$ cat config.mk
export PLATFORM = sky130hd
export DESIGN_NAME = smac_ctrl
export DESIGN_NICKNAME = d
export VERILOG_FILES = /design/src/rtl/smac_pkg.sv /design/src/rtl/smac_ctrl.sv
export SDC_FILE = /design/constraint.sdc
export NUM_CORES = 1
export LEC_CHECK = 0
export BUFFER_PORTS_ARGS = -buffer_cell sky130_fd_sc_hd__clkbuf_2
export CAP_MARGIN = 15
export CELL_PAD_IN_SITES_DETAIL_PLACEMENT = 0
export CELL_PAD_IN_SITES_GLOBAL_PLACEMENT = 1
export CORE_MARGIN = 8
export CORE_UTILIZATION = 28
export CTS_CLUSTER_SIZE = 20
export DETAILED_ROUTE_END_ITERATION = 6
export PLACE_DENSITY = 0.72
export SYNTH_ARGS = -nofsm -noshare
export SYNTH_HDL_FRONTEND = slang
export SYNTH_SLANG_ARGS = --single-unit
$ cat constraint.sdc
create_clock -name clk -period 1.05 [get_ports clk]
set_input_delay 0.1575 -clock clk [delete_from_list [all_inputs] [get_ports clk]]
set_output_delay 0.1575 -clock clk [all_outputs]
set_load 0.03 [all_outputs]
$ cat src/rtl/smac_pkg.sv
// smac_pkg: shared types, constants and command structs for the moving
// average crossover block; no dependencies
`timescale 1ns / 1ps
`default_nettype none
package smac_pkg;

    localparam int MAX_WINDOW_DEF    = 64;
    localparam int HISTORY_DEPTH_DEF = 64;
    localparam int LEN_W   = 7;
    localparam int RPT_W   = 6;
    localparam int PRICE_W = 32;

    localparam logic CFG_WINDOW_LENGTH   = 1'b0;
    localparam logic CFG_REPEAT_INTERVAL = 1'b1;

    typedef struct packed {
        logic [PRICE_W-1:0] open_price;
        logic [PRICE_W-1:0] close_price;
    } in_item_t;

    typedef struct packed {
        logic               average_valid;
        logic [PRICE_W-1:0] average;
        logic               buy_flag;
        logic               sell_flag;
    } out_item_t;

    typedef enum logic [3:0] {
        ST_IDLE,
        ST_RDOLD,
        ST_SUM,
        ST_DIV,
        ST_STORE,
        ST_RDPREV,
        ST_SCAN,
        ST_SCANCHK,
        ST_DONE,
        ST_OUT
    } state_t;

    // controller to datapath
    typedef struct packed {
        logic load;
        logic rd_old;
        logic sum;
        logic div_start;
        logic div_step;
        logic store;
        logic rd_prev;
        logic scan_rd;
        logic scan_chk;
        logic finish;
    } cmd_t;

    // datapath to controller
    typedef struct packed {
        logic full;
        logic div_done;
        logic have_two;
        logic scan_done;
    } sts_t;

endpackage
`default_nettype wire

$ cat src/rtl/smac_ctrl.sv
// smac_ctrl: sequencer for one item at a time
// depends on smac_pkg
`timescale 1ns / 1ps
`default_nettype none
module smac_ctrl (
    input  wire                clk,
    input  wire                rst_n,
    input  wire                in_fire,
    input  wire                out_fire,
    input  wire smac_pkg::sts_t sts,
    output smac_pkg::cmd_t     cmd,
    output logic               busy,
    output logic               out_valid
);
    import smac_pkg::*;

    state_t state_reg, state_next;

    // state register
    always_ff @(posedge clk or negedge rst_n)
    begin
        if (!rst_n)
            state_reg <= ST_IDLE;
        else
            state_reg <= state_next;
    end

    // next state and commands
    always_comb
    begin
        state_next = state_reg;
        cmd        = '0;
        busy       = 1'b1;
        out_valid  = 1'b0;
        unique case (state_reg)
            ST_IDLE:
            begin
                busy = 1'b0;
                if (in_fire)
                begin
                    cmd.load   = 1'b1;
                    state_next = ST_RDOLD;
                end
            end
            ST_RDOLD:
            begin
                cmd.rd_old = 1'b1;
                state_next = ST_SUM;
            end
            ST_SUM:
            begin
                cmd.sum    = 1'b1;
                state_next = ST_DIV;
            end
            ST_DIV:
            begin
                if (!sts.full)
                begin
                    cmd.finish = 1'b1;
                    state_next = ST_OUT;
                end
                else
                begin
                    cmd.div_start = 1'b1;
                    state_next    = ST_STORE;
                end
            end
            ST_STORE:
            begin
                if (!sts.div_done)
                    cmd.div_step = 1'b1;
                else
                begin
                    cmd.store  = 1'b1;
                    state_next = ST_RDPREV;
                end
            end
            ST_RDPREV:
            begin
                cmd.rd_prev = 1'b1;
                state_next  = sts.have_two ? ST_SCAN : ST_DONE;
            end
            ST_SCAN:
            begin
                if (sts.scan_done)
                    state_next = ST_DONE;
                else
                begin
                    cmd.scan_rd = 1'b1;
                    state_next  = ST_SCANCHK;
                end
            end
            ST_SCANCHK:
            begin
                cmd.scan_chk = 1'b1;
                state_next   = ST_SCAN;
            end
            ST_DONE:
            begin
                cmd.finish = 1'b1;
                state_next = ST_OUT;
            end
            ST_OUT:
            begin
                out_valid = 1'b1;
                if (out_fire)
                    state_next = ST_IDLE;
            end
            default: state_next = ST_IDLE;
        endcase
    end
endmodule
`default_nettype wire

==> summary.txt <==
Status: finished, violations left
Failing checks: negative setup slack
Ys async rst share: 100.0%
Post-synth EDFFs: 0
Netlist cell types: 26
Initial antenna violation count: 0
Most frequent cell after synthesis: nor2_1
Detail Placement HPWL: 1.133 mm
Max Cap Viol: 0
Cell Chain, Critical Path: nand2b_4, nor4b_4, clkbuf_8
CTS tree: yes
Register area share after synthesis: 22.99%
First-pass GRT wire length: 2.580 mm
Pwr dens: 3664 mW/mm2
Filler instances: 101
Setup violations, final: 16
CP max-delay cell: dfrtp_2
Max Freq: 666.1 MHz
# H-tree levels: 1
Largest net degree at the start of global routing: 8
CTS clk-pin slew, worst paths: 0.04 ns
# port buffers: 19
Clock skew: 0.0002761 ns
Total number of vias: 600
1st-iter DRT viols: 10
Period minus WS final: 1.501 ns
Die W: 55.44 um
Post-synth top area share: 22.99%
Clock power share: 5.0%
Register bit total from synthesis: 4
Layout cells sized above 1: 86.46%
RSZ-0062 raised after global routing: true
Io pins: 20
Final setup margin: -0.4513 ns
Vias in the first global route: 571
Max incr delay on CP: 0.46 ns
Final ANT Viol Nets: 0
Critical Path End Type: output pin
Synth Instances: 48
Die footprint: 0.003073 mm2
Drt via density: 5.357
Fraction of power consumed by combinational cells: 83.8%
VDD IR max: 2.284 mV
Switching portion of total power: 44.82%
Area growth, synth to finish: 152.6%
Switching power: 1806 uW
Fin crit share: 143.0%
Flop pwr share: 11.2%
FF/Latch Area: 105.1 um2
Setup WS pre-CTS: -0.2842 ns
Slew Viols, Final: 0
Main flop type after synthesis: dfrtp_1
Worst-path fanout max: 6
Final wirelength: 1.965 mm
Area occupied by multi-input gates: 480.5 um2
Leak: 0.0004693 uW
Yosys warnings: 0
Max reg flops: 4
Root buf cell: clkbuf_4
Core ar.: 0.001489 mm2
Routability Congestion: 0.7679
GRT Util Overall: 9.940%
Rows: 14
Initial Util: 29.24%
Mean post-synth cell area: 9.071 um2
Syn Nets: 56
Clock Latency Late Sink: 0.24 ns
Top cells by count, synth: nor2_1, buf_6, dfrtp_1
Setup TNS: -5.825 ns
Worst-Margin Slew: 0.3384 ns
Slew margin rel.: 77.30%
Routed WL per cell: 17.54 um
CP Class: reg2out
Clock net sink count: 4
Hold WC Path Type: in2reg
Total Nets Final: 106
Critical path buffer and inverter count: 1
Area leader, netlist: dfrtp_1
Internal cell power: 2224 uW
Setup slack, reg-to-reg: -0.42 ns
Hold Violations, Final: 0
Area contributors post-synth: dfrtp_1, buf_6, nor4b_2
Crit path launch type: register
DRC errors left: 0
Clock Path Buffers: 2
Antenna cell count: 0
Synth Cell Area: 435.4 um2
Top cell family by delay on the critical path: flip-flops
Critical path data arrival time: 1.34 ns
1st-pass router iterations: 4
Total congestion overflow: 0
Die Ht: 55.44 um
Inserted Clock Buffers: 3
CP Data Required Time: 0.89 ns
-- area by class of cell --
class                   count  area share, %
multi-input cells          39          43.69
repair buffers             49          42.55
flip-flops and latches      4          9.556
clock buffers               3          2.048
well taps                  16          1.820
inverters                   1         0.3413
-- worst paths after layout --
| kind | from | endpoint | cells past startpoint |
|---|---|---|---|
| max reg2reg | state_reg[0] | state_reg[3] | 7 |
| min reg2reg | state_reg[2] | state_reg[1] | 2 |
| min in group asynchronous | rst_n | state_reg[0] | 2 |
| max in group asynchronous | rst_n | state_reg[3] | 2 |
| max | state_reg[3] | cmd[4] | 3 |
| min | out_fire | state_reg[0] | 2 |
-- placed cells by master (no fill, tap or decap), types with 2 or more instances in the layout --
| master | n |
|---|---|
| o21bai_1 | 2 |
| buf_8 | 4 |
| buf_6 | 11 |
| nand2b_4 | 4 |
| nor3_4 | 3 |
| buf_4 | 19 |
| nand2_1 | 2 |
| clkbuf_4 | 4 |
| nor2_2 | 3 |
| dfrtp_2 | 4 |
| a211oi_2 | 2 |
| clkbuf_2 | 7 |
| clkbuf_8 | 5 |
| nor2_4 | 2 |
-- metal layers --
metal	vias to the layer above	share of wire, %	GRT usage [%]
met5	-	0	0
met4	0	0	2.113
met3	0	6.0	5.479
met2	21	54	16.03
met1	294	40	11.15
li1	285	-	-
-- logic make-up after synthesis --
group / synth area share [%]
compound gates: 25.86
buf+inv: 11.21
flops: 22.99
simple gates: 39.95
-- metrics by stage --
stage	power [uW]	std cells	cell area (um2)	hold WS [ns]	util, %
after floorplan	1832	48	514.2	-0.1381	-
after global placement	2474	95	704.4	-0.03245	47.31
after detailed placement	2486	95	704.4	-0.02839	47.31
after CTS	3188	102	908.4	0.1310	61.01
after global routing	4221	112	1100	0.1502	73.87
final	4030	112	1100	0.1463	73.87
-- timing repair --
item | CTS | global route
setup buffers | 3 | 10
cloned | 0 | 0
hold endpoints to repair | 4 | 0
hold buffers | 1 | 0
pin swaps | 7 | 6
resized for setup | 38 | 24
endpoints found under the setup margin | 16 | 16
-- power groups by stage --
stage | Clock, uW | Combinational [uW] | Sequential, uW
global route | 218 | 3540 | 462
global placement | 0 | 2100 | 371
CTS | 199 | 2580 | 409
finish | 203 | 3380 | 450
detailed placement | 0 | 2110 | 372
floorplan | 0 | 1490 | 338
-- worst reg2reg max path: stages (launching register included) --
cell and delay (ns):
dfrtp_2 0.47, buf_4 0.18, nor3b_4 0.18, o21bai_2 0.09
buf_4 0.14, buf_4 0.12, buf_4 0.12, o211ai_1 0.08
(Power assumes the default switching activity.)
